===== src/design/wcsp_pkg.sv =====
// wcsp_pkg: shared types and constants of the wav chunk stream parser
// used by every module of the parser; depends on nothing

package wcsp_pkg;

  localparam int unsigned POSITION_BITS_DEF = 32;
  localparam int unsigned CHAIN_W           = 34;

  localparam int unsigned MIN_FILE_LEN      = 44;
  localparam int unsigned PREAMBLE_LEN      = 12;
  localparam int unsigned HDR_LEN           = 8;
  localparam int unsigned FMT_OFS_CHANNELS  = 8 + 2;
  localparam int unsigned FMT_OFS_RATE      = 8 + 4;
  localparam int unsigned FMT_OFS_BITS      = 8 + 14;

  localparam logic [31:0] ID_FMT  = 32'h666D_7420;
  localparam logic [31:0] ID_DATA = 32'h6461_7461;

  localparam logic KIND_PAYLOAD = 1'b0;
  localparam logic KIND_SUMMARY = 1'b1;

  localparam logic [1:0] ST_OK      = 2'd0;
  localparam logic [1:0] ST_SHORT   = 2'd1;
  localparam logic [1:0] ST_NO_FMT  = 2'd2;
  localparam logic [1:0] ST_NO_DATA = 2'd3;

  typedef struct packed {
    logic [7:0] file_byte;
    logic       end_of_file;
  } wcsp_in_t;

  typedef struct packed {
    logic        kind;
    logic [7:0]  payload_byte;
    logic [1:0]  status;
    logic [31:0] sample_rate;
    logic [15:0] channel_count;
    logic [15:0] sample_bits;
    logic        final_res;
  } wcsp_out_t;

  typedef struct packed {
    logic      first_vld;
    wcsp_out_t first;
    logic      second_vld;
    wcsp_out_t second;
  } wcsp_pair_t;

endpackage


===== src/design/wav_chunk_stream_parser_top.sv =====
// wav_chunk_stream_parser_top: input register, parser and result stage
// depends on wcsp_pkg, wcsp_parse and wcsp_out
//
// Takes a WAV file one byte per item, with end_of_file on the last byte, and
// returns payload items for every byte after the first data chunk header plus
// one summary item (status and captured format, final_res set) for the last
// byte. One byte is taken per clock while in_stall_o is low; a byte waits in
// the input register and its result in the result register, which holds it
// while out_stall_i is high. A last byte that is also payload gives two
// results and holds the input while the summary leaves the second output slot.
// Payload is sent before the status is known; drop it when the summary status
// is not ok. After the last byte the parser is back in its reset state, ready
// for the next file. No clearing pass follows reset.

module wav_chunk_stream_parser_top import wcsp_pkg::*; #(
  parameter int unsigned POSITION_BITS = POSITION_BITS_DEF
) (
  input  logic      clk_i,
  input  logic      rst_ni,
  input  logic      in_valid_i,
  input  wcsp_in_t  in_item_i,
  output logic      in_stall_o,
  output logic      out_valid_o,
  output wcsp_out_t out_item_o,
  input  logic      out_stall_i
);

  logic       in_valid_q;
  wcsp_in_t   in_q;
  logic       out_ready;
  logic       advance;
  logic       in_take;
  wcsp_pair_t pair;

  assign advance    = in_valid_q && out_ready;
  assign in_stall_o = in_valid_q && !advance;
  assign in_take    = in_valid_i && !in_stall_o;

  always_ff @(posedge clk_i or negedge rst_ni) begin
    if (!rst_ni) begin
      in_valid_q <= 1'b0;
    end else if (!in_valid_q || advance) begin
      in_valid_q <= in_valid_i;
    end
  end

  always_ff @(posedge clk_i) begin
    if (in_take) begin
      in_q <= in_item_i;
    end
  end

  wcsp_parse #(
    .POSITION_BITS(POSITION_BITS)
  ) u_parse (
    .clk_i (clk_i),
    .rst_ni(rst_ni),
    .step_i(advance),
    .in_i  (in_q),
    .pair_o(pair)
  );

  wcsp_out u_out (
    .clk_i      (clk_i),
    .rst_ni     (rst_ni),
    .push_i     (advance),
    .pair_i     (pair),
    .ready_o    (out_ready),
    .out_valid_o(out_valid_o),
    .out_item_o (out_item_o),
    .out_stall_i(out_stall_i)
  );

`ifndef SYNTH
  a_summary_final: assert property (@(posedge clk_i) disable iff (!rst_ni)
    out_valid_o && out_item_o.kind == KIND_SUMMARY |-> out_item_o.final_res)
    else $error("summary item without final_res");

  a_payload_plain: assert property (@(posedge clk_i) disable iff (!rst_ni)
    out_valid_o && out_item_o.kind == KIND_PAYLOAD |->
      !out_item_o.final_res && out_item_o.status == ST_OK)
    else $error("payload item carries summary fields");

  a_stall_held: assert property (@(posedge clk_i) disable iff (!rst_ni)
    in_stall_o |-> in_valid_q)
    else $error("input stalled with an empty input register");

  a_pair_order: assert property (@(posedge clk_i) disable iff (!rst_ni)
    advance && pair.second_vld |->
      pair.first_vld && pair.first.kind == KIND_PAYLOAD &&
      pair.second.kind == KIND_SUMMARY)
    else $error("second result without a leading payload item");
`endif

endmodule


===== src/design/wcsp_parse.sv =====
// wcsp_parse: chunk chain walk, fmt capture and result forming for one byte
// depends on wcsp_pkg

module wcsp_parse import wcsp_pkg::*; #(
  parameter int unsigned POSITION_BITS = POSITION_BITS_DEF
) (
  input  logic       clk_i,
  input  logic       rst_ni,
  input  logic       step_i,
  input  wcsp_in_t   in_i,
  output wcsp_pair_t pair_o
);

  typedef enum logic [1:0] {
    FMT_IDLE,
    FMT_CAPTURE,
    FMT_DONE
  } fmt_state_e;

  localparam int unsigned PB = POSITION_BITS;

  logic [PB-1:0]      pos_q, pos_d;
  logic [CHAIN_W-1:0] hdr_end_q, hdr_end_d;
  fmt_state_e         fmt_q, fmt_d;
  logic               data_seen_q, data_seen_d;
  logic [55:0]        hist_q;
  logic [PB-1:0]      fmt_start_q, fmt_start_d;
  logic [63:0]        capt_q, capt_d;

  logic [7:0]   b;
  logic         eof;
  logic         indexed;
  logic [63:0]  word;
  logic [31:0]  size;
  logic [PB-1:0] fmt_ofs;
  logic         capturing;
  logic         fmt_last;
  logic         hdr_hit;
  logic [1:0]   st;
  wcsp_out_t    pay_res, sum_res;

  assign b       = in_i.file_byte;
  assign eof     = in_i.end_of_file;
  assign indexed = (pos_q != '1);
  assign word    = {hist_q, b};
  assign size    = {word[7:0], word[15:8], word[23:16], word[31:24]};
  assign fmt_ofs = pos_q - fmt_start_q;
  assign capturing = indexed && (fmt_q == FMT_CAPTURE);
  assign fmt_last  = capturing && (fmt_ofs == PB'(FMT_OFS_BITS + 1));
  assign hdr_hit   = indexed && !eof && ({{(CHAIN_W-PB){1'b0}}, pos_q} == hdr_end_q);

  always_comb begin
    capt_d = capt_q;
    if (capturing) begin
      if (fmt_ofs == PB'(FMT_OFS_CHANNELS))           capt_d[7:0]   = b;
      else if (fmt_ofs == PB'(FMT_OFS_CHANNELS + 1))  capt_d[15:8]  = b;
      else if (fmt_ofs == PB'(FMT_OFS_RATE))          capt_d[23:16] = b;
      else if (fmt_ofs == PB'(FMT_OFS_RATE + 1))      capt_d[31:24] = b;
      else if (fmt_ofs == PB'(FMT_OFS_RATE + 2))      capt_d[39:32] = b;
      else if (fmt_ofs == PB'(FMT_OFS_RATE + 3))      capt_d[47:40] = b;
      else if (fmt_ofs == PB'(FMT_OFS_BITS))          capt_d[55:48] = b;
      else if (fmt_ofs == PB'(FMT_OFS_BITS + 1))      capt_d[63:56] = b;
    end
  end

  always_comb begin
    pos_d       = pos_q;
    hdr_end_d   = hdr_end_q;
    fmt_d       = fmt_q;
    data_seen_d = data_seen_q;
    fmt_start_d = fmt_start_q;
    if (fmt_last) begin
      fmt_d = FMT_DONE;
    end
    if (hdr_hit) begin
      hdr_end_d = CHAIN_W'(pos_q) + CHAIN_W'(size) + CHAIN_W'(HDR_LEN);
      if (word[63:32] == ID_FMT && fmt_q == FMT_IDLE) begin
        fmt_d       = FMT_CAPTURE;
        fmt_start_d = pos_q - PB'(HDR_LEN - 1);
      end
      if (word[63:32] == ID_DATA) begin
        data_seen_d = 1'b1;
      end
    end
    if (eof) begin
      pos_d       = '0;
      hdr_end_d   = CHAIN_W'(PREAMBLE_LEN + HDR_LEN - 1);
      fmt_d       = FMT_IDLE;
      data_seen_d = 1'b0;
    end else if (indexed) begin
      pos_d = pos_q + PB'(1);
    end
  end

  always_comb begin
    if (pos_q < PB'(MIN_FILE_LEN - 1))          st = ST_SHORT;
    else if (!(fmt_q == FMT_DONE || fmt_last)) st = ST_NO_FMT;
    else if (!data_seen_q)                      st = ST_NO_DATA;
    else                                        st = ST_OK;
  end

  always_comb begin
    pay_res              = '0;
    pay_res.kind         = KIND_PAYLOAD;
    pay_res.payload_byte = b;
    pay_res.status       = ST_OK;

    sum_res           = '0;
    sum_res.kind      = KIND_SUMMARY;
    sum_res.status    = st;
    sum_res.final_res = 1'b1;
    if (st == ST_OK || st == ST_NO_DATA) begin
      sum_res.channel_count = capt_d[15:0];
      sum_res.sample_rate   = capt_d[47:16];
      sum_res.sample_bits   = capt_d[63:48];
    end

    pair_o = '0;
    if (data_seen_q) begin
      pair_o.first_vld  = 1'b1;
      pair_o.first      = pay_res;
      pair_o.second_vld = eof;
      pair_o.second     = sum_res;
    end else begin
      pair_o.first_vld  = eof;
      pair_o.first      = sum_res;
      pair_o.second     = sum_res;
    end
  end

  always_ff @(posedge clk_i or negedge rst_ni) begin
    if (!rst_ni) begin
      pos_q       <= '0;
      hdr_end_q   <= CHAIN_W'(PREAMBLE_LEN + HDR_LEN - 1);
      fmt_q       <= FMT_IDLE;
      data_seen_q <= 1'b0;
    end else if (step_i) begin
      pos_q       <= pos_d;
      hdr_end_q   <= hdr_end_d;
      fmt_q       <= fmt_d;
      data_seen_q <= data_seen_d;
    end
  end

  always_ff @(posedge clk_i) begin
    if (step_i) begin
      hist_q      <= word[55:0];
      fmt_start_q <= fmt_start_d;
      capt_q      <= capt_d;
    end
  end

endmodule


===== src/design/wcsp_out.sv =====
// wcsp_out: result register with a second slot for the summary that follows
// a last payload byte; depends on wcsp_pkg

module wcsp_out import wcsp_pkg::*; (
  input  logic       clk_i,
  input  logic       rst_ni,
  input  logic       push_i,
  input  wcsp_pair_t pair_i,
  output logic       ready_o,
  output logic       out_valid_o,
  output wcsp_out_t  out_item_o,
  input  logic       out_stall_i
);

  logic      out_valid_q;
  logic      pend_valid_q;
  wcsp_out_t out_q;
  wcsp_out_t pend_q;
  logic      free;

  assign free        = !out_valid_q || !out_stall_i;
  assign ready_o     = free && !pend_valid_q;
  assign out_valid_o = out_valid_q;
  assign out_item_o  = out_q;

  always_ff @(posedge clk_i or negedge rst_ni) begin
    if (!rst_ni) begin
      out_valid_q  <= 1'b0;
      pend_valid_q <= 1'b0;
    end else if (free) begin
      if (pend_valid_q) begin
        out_valid_q  <= 1'b1;
        pend_valid_q <= 1'b0;
      end else if (push_i) begin
        out_valid_q  <= pair_i.first_vld;
        pend_valid_q <= pair_i.second_vld;
      end else begin
        out_valid_q <= 1'b0;
      end
    end
  end

  always_ff @(posedge clk_i) begin
    if (free) begin
      if (pend_valid_q) begin
        out_q <= pend_q;
      end else if (push_i) begin
        out_q  <= pair_i.first;
        pend_q <= pair_i.second;
      end
    end
  end

endmodule


===== config.mk =====
export PLATFORM = sky130hd
export DESIGN_NAME = wav_chunk_stream_parser_top
export DESIGN_NICKNAME = d
export VERILOG_FILES = /design/src/design/wcsp_pkg.sv /design/src/design/wav_chunk_stream_parser_top.sv /design/src/design/wcsp_parse.sv /design/src/design/wcsp_out.sv
export SDC_FILE = /design/constraint.sdc
export NUM_CORES = 1
export LEC_CHECK = 0
export BUFFER_PORTS_ARGS = -buffer_cell sky130_fd_sc_hd__buf_2
export CORE_MARGIN = 2
export CORE_UTILIZATION = 57
export DETAILED_ROUTE_END_ITERATION = 16
export PLACE_DENSITY = 0.74
export SYNTH_ARGS = -nofsm -noshare
export SYNTH_HDL_FRONTEND = slang
export SYNTH_SLANG_ARGS = --single-unit

===== constraint.sdc =====
create_clock -name clk_i -period 6.1 [get_ports clk_i]
set_input_delay 0.915 -clock clk_i [delete_from_list [all_inputs] [get_ports clk_i]]
set_output_delay 0.915 -clock clk_i [all_outputs]
set_load 0.02 [all_outputs]

Yosys cells after proc, flatten, opt, wreduce, memory -nomap -nowiden:

Index checks and enable logic that the tools add are counted.

* bits in registers: 375
* bits of input ports: 13
* output and inout bits: 78

* add/sub/neg operators: 5
* $lt $le $gt $ge: 1
* eq/ne operators: 15
* muxes and demuxes: 39
* bitwise operators: 1
* reduce and logical (&&, ||, !) cells: 32

Operator list (number)
* equality test 32 x 4 -> 1 bit, second input constant: 6
* 2-to-1 mux 64 bit: 2
* 2-to-1 mux 32 bit: 3
* 2-to-1 mux 77 bit: 1
* 2-to-1 mux 76 bit: 1
* 2-to-1 mux 8 bit: 9
* 2-to-1 mux 34 bit: 2
* 2-to-1 mux 67 bit: 1
* equality test 32 x 31 -> 1 bit, second input constant: 2
* equality test 32 x 5 -> 1 bit, second input constant: 2
* 2-to-1 mux 56 bit: 1
* 2-to-1 mux 48 bit: 1
* 2-to-1 mux 40 bit: 1
* adder 34 x 4 -> 34 bit, second input constant: 1
* equality test 32 x 34 -> 1 bit: 1
* adder 32 x 32 -> 33 bit: 1
* adder 32 x 1 -> 32 bit, second input constant: 1
* less-than comparator 32 x 6 -> 1 bit, second input constant: 1
* inequality test 32 bit, second input constant: 1
* subtractor 32 x 3 -> 32 bit, second input constant: 1
* subtractor 32 bit: 1
* 2-to-1 mux 24 bit: 1
* 2-to-1 mux 16 bit: 1
* 2-to-1 mux 2 bit: 7
* other kinds (11): 44

Depth between registers and ports, before layout:

Gate-level depths: netlist (run 1).

* depth after elaboration: 15
* gate-level depth with buffers: 16
* mapped depth without buffers: 14

Cells and area by module:

A second synthesis (run 1) with hierarchy kept.

* cell total of the unflattened synthesis: 1784
* area total of the unflattened synthesis: 20664.8 µm²

By module, submodules not included
* wcsp_parse: instances 1, cells an instance 1522, area an instance 14716.6 µm², seq. area each 6294.8 µm²
* wcsp_out: instances 1, cells an instance 247, area an instance 5614.1 µm², seq. area each 4614.4 µm²
* wav_chunk_stream_parser_top: instances 1, cells an instance 15, area an instance 334.1 µm², seq. area each 295.3 µm²

Worst setup path after synthesis (run 1):

No wires, ideal clock.

* path type: input-to-reg
* from: in out_stall_i
* to: reg u_parse.pos_q[29]
* arrival time: 6.236 ns
* required time: 6.022 ns
* path slack: -0.214 ns
* stages on the path: 10
* path through: a21oi_1 -> nand2_1 -> inv_1 -> o21ai_1 -> nor4_1 -> nand3_1 -> or3_1 -> clkbuf_1 -> or3_1 -> a21oi_1

* longest elaborated chain between the ends: 5

Ends and longest elaborated chain
* start: declaration: RTL line wav_chunk_stream_parser_top.sv:25 `input logic out_stall_i`
* logical NOT 1 bit: RTL line wcsp_out.sv:21 `assign free = !out_valid_q || !out_stall_i;`
* logical OR 1 bit: RTL line wcsp_out.sv:21
* logical AND 1 bit: RTL line wcsp_out.sv:22 `assign ready_o = free && !pend_valid_q;`
* logical AND 1 bit: RTL line wav_chunk_stream_parser_top.sv:35 `assign advance = in_valid_q && out_ready;`
* via advance: RTL line wav_chunk_stream_parser_top.sv:31 `logic advance;`
* AND reduction 2 bit (no source line)
* end signal: assignment: RTL line wcsp_parse.sv:138 `pos_q <= pos_d;`
* end: declaration: RTL line wcsp_parse.sv:22 `logic [PB-1:0] pos_q, pos_d;`

The timed path passes the listed nets, and every way through them passes these cells.
A chain may end at the register's enable or synchronous reset.

==> summary.md, run 1 <==
| Metric | Value |
|---|---|
| Status | complete, no violations |
| Reg2reg end | u_out.pend_q[53]$_DFFE_PP_ |
| Initial drt markers | 2404 |
| Routed WL | about 65 mm |
| Share of cells above drive strength 1 | 11.0% |
| Mapped Area | about 22000 um2 |
| Die area | slightly above 40000 um2 |
| CP Capture Type | flip-flop |
| Row cnt | 72 |
| Slew HR | between 20% and 30% |
| Vias in the first global route | around 18k |
| DR vias | about 19k |
| EDFF count, synth | between 300 and 400 |
| Fin. max-slew vios | 0 |
| Critical path's slowest cell | a2111oi_0 |
| Vias per cell | just under 7 |
| Max-Cap Viols | 0 |
| Post-CTS Resized | 0 |
| Port bufs | 90 |
| Core area | about 39000 um2 |
| Worst hold stages | 0 |
| GPL Wtd Cong | between 0.9 and 1 |
| Final hold violation count | 0 |
| HP Class | flip-flop to flip-flop |
| Period minus WS final | approximately 5.7 ns |
| Worst r2r src | u_parse.pos_q[14]$_DFFE_PN0P_ |
| Antenna Violating Nets Remaining | 0 |
| First-pass DRT Iterations | 6 |
| Largest stage delay, worst path | between 0.6 and 0.7 ns |
| H-Tree Depth | 2 |
| RSZ-0062 raised after global routing | no |
| CTS hold repair buffers | 0 |
| DRC | 0 |
| Syn avg cell area | between 10 and 15 um2 |
| WL met2 | around 30 mm |
| Initial Utilization | between 50 and 60% |
| Setup_tns | 0 ns |
| GR Overflow Total | 0 |
| Crit start category | flip-flop |
| YS warnings | 0 |
| Layout area overhead | 9.62% |
| Total length of routed met3 wires | 6.13 mm |
| Slew at the pin closest to its max-slew limit | between 1 and 1.5 ns |
| M1 WL | between 20 and 30 mm |
| Family with the most delay on the worst path | simple AND/OR/NAND/NOR gates |
| Post-synthesis cell type count | 77 |
| CTS tree | yes |
| Die height | slightly above 200 um |
| CP max FO | 66 |
| LEAKAGE | 8.74 nW |
| CP Class | flip-flop to flip-flop |
| WP depth | 13 |
| Pwr Density | around 250 nW/um2 |
| Maximum vdd ir drop | 0.236 mV |
| First-pass GRT wire length | between 100 and 150 mm |
| # Post-CTS Setup Buffers | 0 |
| Clk_skew | 0.0228 ns |
| Hold EP | u_parse.hist_q[55]$_DFFE_PP_ |
| Yosys reg bits | around 370 |
| GRT Util Overall | between 30% and 40% |
| Post-Synthesis Cells | about 2.2k |
| Max layer used | met4 |
| Post-synthesis async set-or-reset flop share | approximately 19% |
| CTS Buf Count | between 40 and 50 |
| Clk_lat worst skew | 0.58 ns |
| Reg2reg path depth | 13 |
| Post-DP HPWL | ~42 mm |
| Die W | 202 um |
| Worst Path Buf+Inv | 2 |
| Hold Startpoint | u_parse.hist_q[47]$_DFFE_PP_ |
| CP arrival | roughly 6 ns |
| Reg-to-reg setup timing slack | between 0.4 and 0.5 ns |
| CP required | ~6.5 ns |
| Clk buf depth | 3 |
| Root buf cell | clkbuf_16 |
| Syn nets | approximately 2.3k |
| Ports | 91 |
| CTS clk-pin slew, worst paths | about 0.060 ns |
| Initial antenna violation count | 0 |
| Critical path cell sequence | ha_1, nand2b_1, o2111ai_1, a311oi_1, nand4_1, or4_1, or4_1, a2111oi_0, buf_4, and4_1, a31oi_4, buf_4, a211oi_1 |
| Largest net degree at the start of global routing | 90 |
| Primary FF master, synth | edfxtp_1 |
| Number of diodes | 0 |
| Period utilisation layout | 93.3% |
| Clk sinks | approximately 370 |
| Post-route total power | around 6.1 mW |
| Routed len/inst | 23.3 um |
| Setup violations, final | 0 |
| Fmax | roughly 180 MHz |
| Final net count | approximately 2.3k |
| Sequential share of the synthesized area | between 40% and 50% |
| Worst Hold Slack | 0.441 ns |
-- Yosys cell counts (13+ instances only) --
master | count | share of area [%]
inv_1 | 65 | 1.1
xnor2_1 | 70 | 2.7
nand2_1 | 291 | 4.9
nand4_1 | 51 | 1.4
ha_1 | 66 | 3.7
nor4_1 | 34 | 0.95
dfrtp_1 | 69 | 7.7
nor2b_1 | 13 | 0.36
nor2_1 | 117 | 2.0
a211oi_1 | 79 | 2.6
o21ai_0 | 74 | 1.7
nand3_1 | 122 | 2.7
edfxtp_1 | 302 | 40
o41ai_2 | 20 | 1.5
nor3_1 | 79 | 1.8
clkbuf_1 | 137 | 2.3
a21o_1 | 31 | 1.0
a21oi_1 | 87 | 1.9
o21a_1 | 17 | 0.57
o211ai_1 | 26 | 0.87
a32oi_1 | 112 | 4.4
or3_1 | 19 | 0.53
o41ai_1 | 17 | 0.66
and2_1 | 23 | 0.64
o31ai_1 | 38 | 1.3
xor2_1 | 61 | 2.4
buf_2 | 23 | 0.51
nand2b_1 | 20 | 0.56
-- logic make-up (layout without fill, tap and decap cells) --
group                      count (synthesis)  count (layout)  share of synthesized area, %
adders and majority gates                 68              68                          3.86
DFF                                      374             374                          48.5
buffers and inverters                    233             274                          4.13
AOI/OAI and AO/OA                        597             597                          20.0
muxes                                      9               9                         0.413
and+or+nand+nor                          830             830                          18.0
xor gates and xnor gates                 131             131                          5.12
-- state kept, by name, summed over array words and instances, names as in the netlist --
signal / flops
in_valid_q: 1
u_parse.capt_q: 64
u_parse.hist_q: 56
u_out.pend_q: 66
u_out.out_item_o: 75
u_parse.hdr_end_q: 34
u_out.pend_valid_q: 1
u_out.out_valid_o: 1
in_q: 9
u_parse.data_seen_q: 1
u_parse.pos_q: 32
u_parse.fmt_start_q: 32
u_parse.fmt_q: 2
-- worst max path at each step --
stage	start	end	slack (ns)
floorplan	u_out.pend_valid_q$_DFFE_PN0N_	u_out.out_item_o[10]$_DFFE_PP_	0.97
CTS	u_parse.pos_q[14]$_DFFE_PN0P_	u_out.pend_q[64]$_DFFE_PP_	0.55
detailed placement	u_parse.pos_q[14]$_DFFE_PN0P_	u_out.pend_q[33]$_DFFE_PP_	0.56
global placement	u_parse.pos_q[14]$_DFFE_PN0P_	u_out.pend_q[66]$_DFFE_PP_	0.53
global route	u_parse.pos_q[14]$_DFFE_PN0P_	u_out.pend_q[34]$_DFFE_PP_	0.23
finish	u_parse.pos_q[14]$_DFFE_PN0P_	u_out.pend_q[53]$_DFFE_PP_	0.41
-- routing by layer --
metal / vias to the layer above / GRT usage, %
met4: 0 / 11.8
met3: 144 / 4.37
li1: 8676 / -
met2: 1078 / 48.8
met1: 9239 / 46.1
met5: - / 0
-- cells in the final DEF, fill, tap and decap left out, types with 33 or more instances in the layout --
cell type,count
nor3_1,78
edfxtp_1,302
nand4_1,51
buf_4,43
nor2_1,112
xnor2_1,69
dfrtp_1,68
xor2_1,61
a21oi_1,85
a32oi_1,112
buf_2,90
o31ai_1,38
o21ai_0,74
nand3_1,122
inv_1,63
nor4_1,33
ha_1,66
clkbuf_16,42
a211oi_1,79
nand2_1,289
-- through the flow --
| step | cells | util [%] | area, um2 | setup slack [ns] |
|---|---|---|---|---|
| 6_report | 2801 | 63.5 | 24600 | 0.406 |
| 3_5_place_dp | 2725 | 60.0 | 23300 | 0.561 |
| 3_3_place_gp | 2725 | 60.0 | 23300 | 0.532 |
| 2_1_floorplan | 2242 | - | 22400 | 0.970 |
| 4_1_cts | 2801 | 63.5 | 24600 | 0.548 |
| 5_1_grt | 2801 | 63.5 | 24600 | 0.226 |
-- power breakdown --
group	leakage (nW)	switching (mW)	internal, mW
combinational	4.38	0.503	0.162
clock	0.657	1.06	1.43
sequential	3.70	0.0852	2.90
-- cell type report --
cell class,count,area [um2]
sequential,374,10900
timing repair buffer,133,773
multi-input combinational,1635,10700
clock buffer,52,1110
inverter,65,248
fill,3122,14100
tap,518,648
clock inverter,24,223
-- worst register-to-register path, delay by kind of cell, from the launching register on --
family | cells | cell delay [ns]
and+or+nand+nor | 5 | 1.84
buffers and inverters | 2 | 0.66
adders and majority gates | 1 | 0.57
DFF | 1 | 0.56
AOI/OAI and AO/OA | 5 | 1.89
(Power assumes the default switching activity.)
==> run 2, diff against run 1 <==
==> constraint.sdc (replaced) <==
create_clock -name clk_i -period 6.1 [get_ports clk_i]
set_input_delay 0.61 -clock clk_i [delete_from_list [all_inputs] [get_ports clk_i]]
set_output_delay 0.61 -clock clk_i [all_outputs]
set_load 0.02 [all_outputs]
==> run 2 against run 1 <==
Clock-buffer cell count decreased by 2. Utilization up 0.12 points. Non-clock buffer count shrank 3. Clock skew up 0.0048 ns. Cell area up 0.18%. Worst hold slack lost 0.26 ns. Clock power grew 5%. Sequential cell count stayed put. Register-to-register slack improved by 0.19 ns.
==> summary.md, run 2 (synthesized netlist as in run 1, its figures left out) <==
| Metric | Value |
|---|---|
| Worst slack at placement | 0.669 ns (was 0.561 ns) |
| Maximum vdd ir drop | 0.188 mV (was 0.236 mV) |
| Post-route design area | 24600 um2 (about the same) |
| GPL Wtd Cong | 0.930 (was 0.924) |
| Die W | 202 um (unchanged) |
| H-Tree Depth | 2 (unchanged) |
| CTS clk-pin slew, worst paths | 0.07 ns (was 0.06 ns) |
| Initial antenna violation count | 1 (was 0) |
| Die height | 202 um (unchanged) |
| Clk_skew | 0.0275 ns (was 0.0228 ns) |
| First-pass GRT wire length | 103 mm (about the same) |
| Post-DP HPWL | 42.7 mm (was 42.5 mm) |
| DR vias | 19.1k (about the same) |
| Clk buf depth | 3 (unchanged) |
| Status | complete, no violations (unchanged) |
| Crit start category | flip-flop (unchanged) |
| Placed inst area | 23200 um2 (was 23300 um2) |
| Most common cell after layout, fill and taps aside | edfxtp_1 (unchanged) |
| CP Capture Type | flip-flop (unchanged) |
| First-pass DRT Iterations | 6 (unchanged) |
| Fmax | 182 MHz (was 176 MHz) |
| Antenna Violating Nets Remaining | 0 (unchanged) |
| Fin. max-slew vios | 0 (unchanged) |
| RSZ-0062 raised after global routing | no (unchanged) |
| Row cnt | 72 (unchanged) |
| Slew HR | 25.2% (was 21.0%) |
| Pwr Density | 255 nW/um2 (was 250 nW/um2) |
| Commonest non-fill, non-tap cells in the layout | 302 x edfxtp_1, 289 x nand2_1, 122 x nand3_1, 112 x nor2_1, 112 x a32oi_1 (unchanged) |
| Final setup margin | 0.596 ns (was 0.406 ns) |
| Slew at the pin closest to its max-slew limit | 1.12 ns (was 1.19 ns) |
| Layout area overhead | 9.82% (was 9.62%) |
| Largest net degree at the start of global routing | 87 (was 90) |
| CP required | 6.39 ns (was 6.48 ns) |
| Final hold violation count | 0 (unchanged) |
| HP Class | input pin to asynchronous set/reset pin (was flip-flop to flip-flop) |
| Period utilisation layout | 90.2% (was 93.3%) |
| Ports | 91 (unchanged) |
| # Post-CTS Setup Buffers | 0 (unchanged) |
| DRC | 0 (unchanged) |
| Port bufs | 90 (unchanged) |
| CP arrival | 5.79 ns (was 6.07 ns) |
| Root buf cell | clkbuf_16 (unchanged) |
| # fillers | 3137 (was 3122) |
| Initial Utilization | 57.9% (unchanged) |
| GR Overflow Total | 0 (unchanged) |
| Final net count | 2328 (was 2331) |
| Setup violations, final | 0 (unchanged) |
| CTS hold repair buffers | 0 (unchanged) |
| Routed WL | 65.5 mm (was 65.3 mm) |
| CTS Buf Count | 41 (unchanged) |
| LEAKAGE | 8.76 nW (was 8.74 nW) |
| Die area | 41000 um2 (unchanged) |
| Max reg flops | 75 (unchanged) |
| Clk sinks | 374 (unchanged) |
| CTS tree | yes (unchanged) |
| CP Class | flip-flop to flip-flop (unchanged) |
| CP max FO | 64 (was 66) |
| Max-Cap Viols | 0 (unchanged) |
| Number of diodes | 0 (unchanged) |
| Period minus WS final | 5.50 ns (was 5.69 ns) |
| Clk_lat worst skew | 0.59 ns (was 0.58 ns) |
| Initial drt markers | 2394 (was 2404) |
| Vias per cell | 6.82 (was 6.83) |
| Setup_tns | 0 ns (unchanged) |
| Routed len/inst | 23.4 um (was 23.3 um) |
| GRT Util Overall | 31.8% (was 31.7%) |
| Share of cells above drive strength 1 | 10.8% (was 11.0%) |
| Post-CTS Resized | 0 (unchanged) |
| Core area | 38700 um2 (unchanged) |
| Worst Hold Slack | 0.182 ns (was 0.441 ns) |
| Vias in the first global route | 18.4k (was 18.1k) |
-- run 2: cell types whose count changed in the layout (fill, tap and decap cells not counted), sizes merged --
cell    previous run  this run
bufinv             3         6
clkinv            18        15
buf              133       130
clkbuf            52        50
-- run 2: path summary, 6_finish.rpt --
check,startpoint,slack [ns],cells after the start,to
worst min-delay path,rst_ni,0.18,1,u_parse.hdr_end_q[7]$_DFFE_PN0P_
min in group clk_i,in_item_i[8],0.20,1,in_q[8]$_DFFE_PP_
max in group asynchronous,rst_ni,5.21,1,u_out.pend_valid_q$_DFFE_PN0N_
worst min register to register,u_parse.hist_q[47]$_DFFE_PP_,0.44,0,u_parse.hist_q[55]$_DFFE_PP_
worst max register to register,u_parse.pos_q[14]$_DFFE_PN0P_,0.60,13,u_out.pend_q[33]$_DFFE_PP_
worst max-delay path,u_parse.pos_q[14]$_DFFE_PN0P_,0.60,13,u_out.pend_q[33]$_DFFE_PP_
-- run 2: area by class of cell --
cell class                 count  area [um2]  area share (%)
clock buffer                  50        1100            4.47
inverter                      65         246            1.00
tap                          518         648            2.63
timing repair buffer         130         753            3.06
multi-input combinational   1635       10700            43.5
sequential                   374       10900            44.2
clock inverter                24         297            1.20
-- run 2: per-layer routing --
metal	GRT usage, %	vias to the layer above	routed length [um]
li1	-	8665	-
met1	44.4	9205	27000
met2	49.8	1042	29900
met3	5.43	162	6200
met4	12.2	0	2380
met5	0	-	0
-- run 2: power by group --
part	internal [mW]	switching, mW	leakage (nW)
sequential	2.90	0.0909	3.70
clock	1.55	1.07	0.681
combinational	0.160	0.498	4.38
-- run 2: per-stage QoR --
step | util [%] | std cells | power [mW]
after floorplan | - | 2242 | 3.43
after global placement | 60.0 | 2722 | 3.67
after detailed placement | 60.0 | 2722 | 3.68
after CTS | 63.6 | 2796 | 6.27
after global routing | 63.6 | 2796 | 6.44
final | 63.6 | 2796 | 6.27
-- run 2: worst max-delay path: stages (launching register included) --
cell	delay (ns)
dfrtp_1	0.55
ha_1	0.56
nand2b_1	0.20
o2111ai_1	0.28
a311oi_1	0.37
nand4_1	0.14
or4_1	0.47
or4_1	0.39
a2111oi_0	0.56
buf_4	0.22
nand4_1	0.09
buf_4	0.41
o41ai_1	0.75
a211oi_1	0.17
==> run 3, diff against run 2 <==
- CORE_UTILIZATION: 57 -> 60
- PLACE_DENSITY: 0.74 -> 0.75
- clock period: 6.1 -> 7.1 ns (I/O delays scaled with it)
==> run 3 against run 2 <==
Clock power is 19% lower. Sequential cell count stayed put. Cell count is 2.1% lower. Critical path depth is 1 lower.
==> summary.md, run 3 (synthesized netlist as in run 1, its figures left out) <==
| Metric | Value |
|---|---|
| Status | complete, no violations (unchanged) |
| # fillers | 2827 (was 3137) |
| Layout area overhead | 8.99% (was 9.82%) |
| DRC | 0 (unchanged) |
| Pwr Density | 215 nW/um2 (was 255 nW/um2) |
| HP Class | input pin to asynchronous set/reset pin (unchanged) |
| Slew HR | 19.5% (was 25.2%) |
| Slew at the pin closest to its max-slew limit | 1.20 ns (was 1.12 ns) |
| GR Overflow Total | 0 (unchanged) |
| Vias per cell | 6.96 (was 6.82) |
| Most used cell, CP | or4_1 |
| Reg2reg path depth | 12 (was 13) |
| Max-Cap Viols | 0 (unchanged) |
| P_int | 3.86 mW (was 4.61 mW) |
| Vias in the first global route | 17.9k (was 18.4k) |
| Critical path cell sequence | ha_1, nand2b_1, o2111ai_1, a311oi_1, nand4_1, or4_1, or4_1, a2111oi_0, and4_1, a31oi_4, buf_4, a211oi_1 (was ha_1, nand2b_1, o2111ai_1, a311oi_1, nand4_1, or4_1, or4_1, a2111oi_0, buf_4, nand4_1, buf_4, o41ai_1, a211oi_1) |
| Fmax | 174 MHz (was 182 MHz) |
| Core area | 36700 um2 (was 38700 um2) |
| Maximum vdd ir drop | 0.225 mV (was 0.188 mV) |
| Root buf cell | clkbuf_16 (unchanged) |
| RSZ-0062 raised after global routing | no (unchanged) |
| DR vias | 19.1k (about the same) |
| Net load switching power | 1.39 mW (was 1.66 mW) |
| Commonest non-fill, non-tap cells in the layout | 302 x edfxtp_1, 289 x nand2_1, 122 x nand3_1, 113 x nor2_1, 112 x a32oi_1 (was 302 x edfxtp_1, 289 x nand2_1, 122 x nand3_1, 112 x nor2_1, 112 x a32oi_1) |
| Max reg flops | 75 (unchanged) |
| Final hold violation count | 0 (unchanged) |
| Initial Utilization | 61.1% (was 57.9%) |
| M1 GR Usage | 48.4% (was 44.4%) |
| CTS Buf Count | 40 (was 41) |
| Initial drt markers | 2401 (was 2394) |
| Clk_skew | 0.0320 ns (was 0.0275 ns) |
| Reg-to-reg setup timing slack | 1.37 ns (was 0.60 ns) |
| Reg2reg end | u_out.pend_q[33]$_DFFE_PP_ (unchanged) |
| Crit start category | flip-flop (unchanged) |
| Clk_lat worst skew | 0.59 ns (about the same) |
| Setup crit end | u_out.pend_q[33]$_DFFE_PP_ (unchanged) |
| Post-route design area | 24400 um2 (was 24600 um2) |
| Placed inst area | 23100 um2 (was 23200 um2) |
| Setup violations, final | 0 (unchanged) |
| First-pass GRT wire length | 101 mm (was 103 mm) |
| Clk buf depth | 3 (unchanged) |
| GRT Util Overall | 33.3% (was 31.8%) |
| H-Tree Depth | 2 (unchanged) |
| Antenna Violating Nets Remaining | 0 (unchanged) |
| Comb power frac | 10.5% (about the same) |
| Initial antenna violation count | 1 (unchanged) |
| Most common cell after layout, fill and taps aside | edfxtp_1 (unchanged) |
| CP required | 7.48 ns (was 6.39 ns) |
| # Post-CTS Setup Buffers | 0 (unchanged) |
| GPL Wtd Cong | 0.958 (was 0.930) |
| WP depth | 12 (was 13) |
| Period minus WS final | 5.73 ns (was 5.50 ns) |
| LEAKAGE | 8.67 nW (was 8.76 nW) |
| Met3 Usage GRT | 4.71% (was 5.43%) |
| Largest stage delay, worst path | 0.78 ns (was 0.75 ns) |
| Row cnt | 70 (was 72) |
| First-pass DRT Iterations | 8 (was 6) |
| Part of the power in registers | 49.0% (was 47.7%) |
| CP max FO | 67 (was 64) |
| Crit path launch | u_parse.pos_q[14]$_DFFE_PN0P_ (unchanged) |
| Routed WL | 65.0 mm (was 65.5 mm) |
| Critical path's slowest cell | a2111oi_0 (was o41ai_1) |
| Die W | 197 um (was 202 um) |
| Clock share of power | 40.5% (was 41.8%) |
| Die area | 38900 um2 (was 41000 um2) |
| Grt peak-use layer | met2 (unchanged) |
| Die height | 197 um (was 202 um) |
| Port bufs | 90 (unchanged) |
| CTS tree | yes (unchanged) |
| Worst r2r src | u_parse.pos_q[14]$_DFFE_PN0P_ (unchanged) |
| Ports | 91 (unchanged) |
| Post-route total power | 5.26 mW (was 6.27 mW) |
| Worst Path Buf+Inv | 1 (was 2) |
| Family with the most delay on the worst path | simple AND/OR/NAND/NOR gates (was compound AO/OA/AOI/OAI gates) |
| Sw frac | 26.5% (about the same) |
| CTS hold repair buffers | 0 (unchanged) |
| Post-CTS Resized | 0 (unchanged) |
| CP Class | flip-flop to flip-flop (unchanged) |
| CP arrival | 6.12 ns (was 5.79 ns) |
| CTS clk-pin slew, worst paths | 0.06 ns (was 0.07 ns) |
| Routed len/inst | 23.8 um (was 23.4 um) |
| Clk sinks | 374 (unchanged) |
| Largest net degree at the start of global routing | 77 (was 87) |
| Post-DP HPWL | 42.2 mm (was 42.7 mm) |
| Met2 Resource Use GR | 51.0% (was 49.8%) |
| CP Capture Type | flip-flop (unchanged) |
| Worst Hold Slack | 0.276 ns (was 0.182 ns) |
| Fin. max-slew vios | 0 (unchanged) |
| Period utilisation layout | 80.8% (was 90.2%) |
| Final net count | 2319 (was 2328) |
| Share of cells above drive strength 1 | 10.2% (was 10.8%) |
| Setup_tns | 0 ns (unchanged) |
## run 3: cell types whose count changed in the layout (fill, tap and decap cells not counted), sizes merged
cell,previous run,this run
buf,130,122
bufinv,6,4
clkbuf,50,52
clkinv,15,14
diode,0,1
inv,67,66
## run 3: layout make-up
cell class | count | area (um2) | area share [%]
Clock buffer | 52 | 1090 | 4.45
Clock inverter | 20 | 233 | 0.952
Inverter | 65 | 246 | 1.01
Sequential cell | 374 | 10900 | 44.5
Multi-Input combinational cell | 1635 | 10700 | 43.8
Tap cell | 468 | 586 | 2.40
Antenna cell | 1 | 2.50 | 0.0102
Timing Repair Buffer | 122 | 693 | 2.84
## run 3: power by group through the flow
stage	logic (mW)	registers, mW	clock network (mW)
floorplan	0.327	2.62	0
global placement	0.537	2.61	0
detailed placement	0.543	2.62	0
CTS	0.547	2.57	2.15
global route	0.598	2.58	2.22
finish	0.554	2.57	2.13
## run 3: worst min path at each step
stage / slack [ns] / endpoint / start / cells past startpoint
6_report: 0.28 / u_parse.hdr_end_q[8]$_DFFE_PN0P_ / rst_ni / 1
5_1_grt: 0.29 / in_q[2]$_DFFE_PP_ / in_item_i[2] / 1
3_5_place_dp: 0.43 / u_parse.hist_q[52]$_DFFE_PP_ / u_parse.hist_q[44]$_DFFE_PP_ / 0
2_1_floorplan: 0.41 / in_valid_q$_DFFE_PN0N_ / rst_ni / 0
4_1_cts: 0.29 / in_q[5]$_DFFE_PP_ / in_item_i[5] / 1
3_3_place_gp: 0.42 / u_parse.hist_q[52]$_DFFE_PP_ / u_parse.hist_q[44]$_DFFE_PP_ / 0
## run 3: worst reg2reg max path, cell delays in order (launching register included)
cell and delay, ns:
dfrtp_1 0.58, ha_1 0.63, nand2b_1 0.22, o2111ai_1 0.31, a311oi_1 0.35, nand4_1 0.19, or4_1 0.49, or4_1 0.41
a2111oi_0 0.78, and4_1 0.63, a31oi_4 0.13, buf_4 0.42, a211oi_1 0.41
## run 3: stage by stage
| stage | std cells | utilization (%) | setup slack (ns) |
|---|---|---|---|
| after floorplan | 2242 | - | 0.991 |
| after global placement | 2664 | 63.0 | 1.45 |
| after CTS | 2736 | 66.6 | 1.52 |
| after global routing | 2737 | 66.6 | 1.12 |
| after detailed placement | 2664 | 63.0 | 1.53 |
| final | 2737 | 66.6 | 1.37 |
## run 3: layer usage
metal	share of wire (%)	wire [um]	vias to the layer above
met5	0	0	-
met3	9.5	6170	144
li1	-	-	8639
met4	3.1	2040	0
met1	42	27300	9198
met2	45	29500	1076
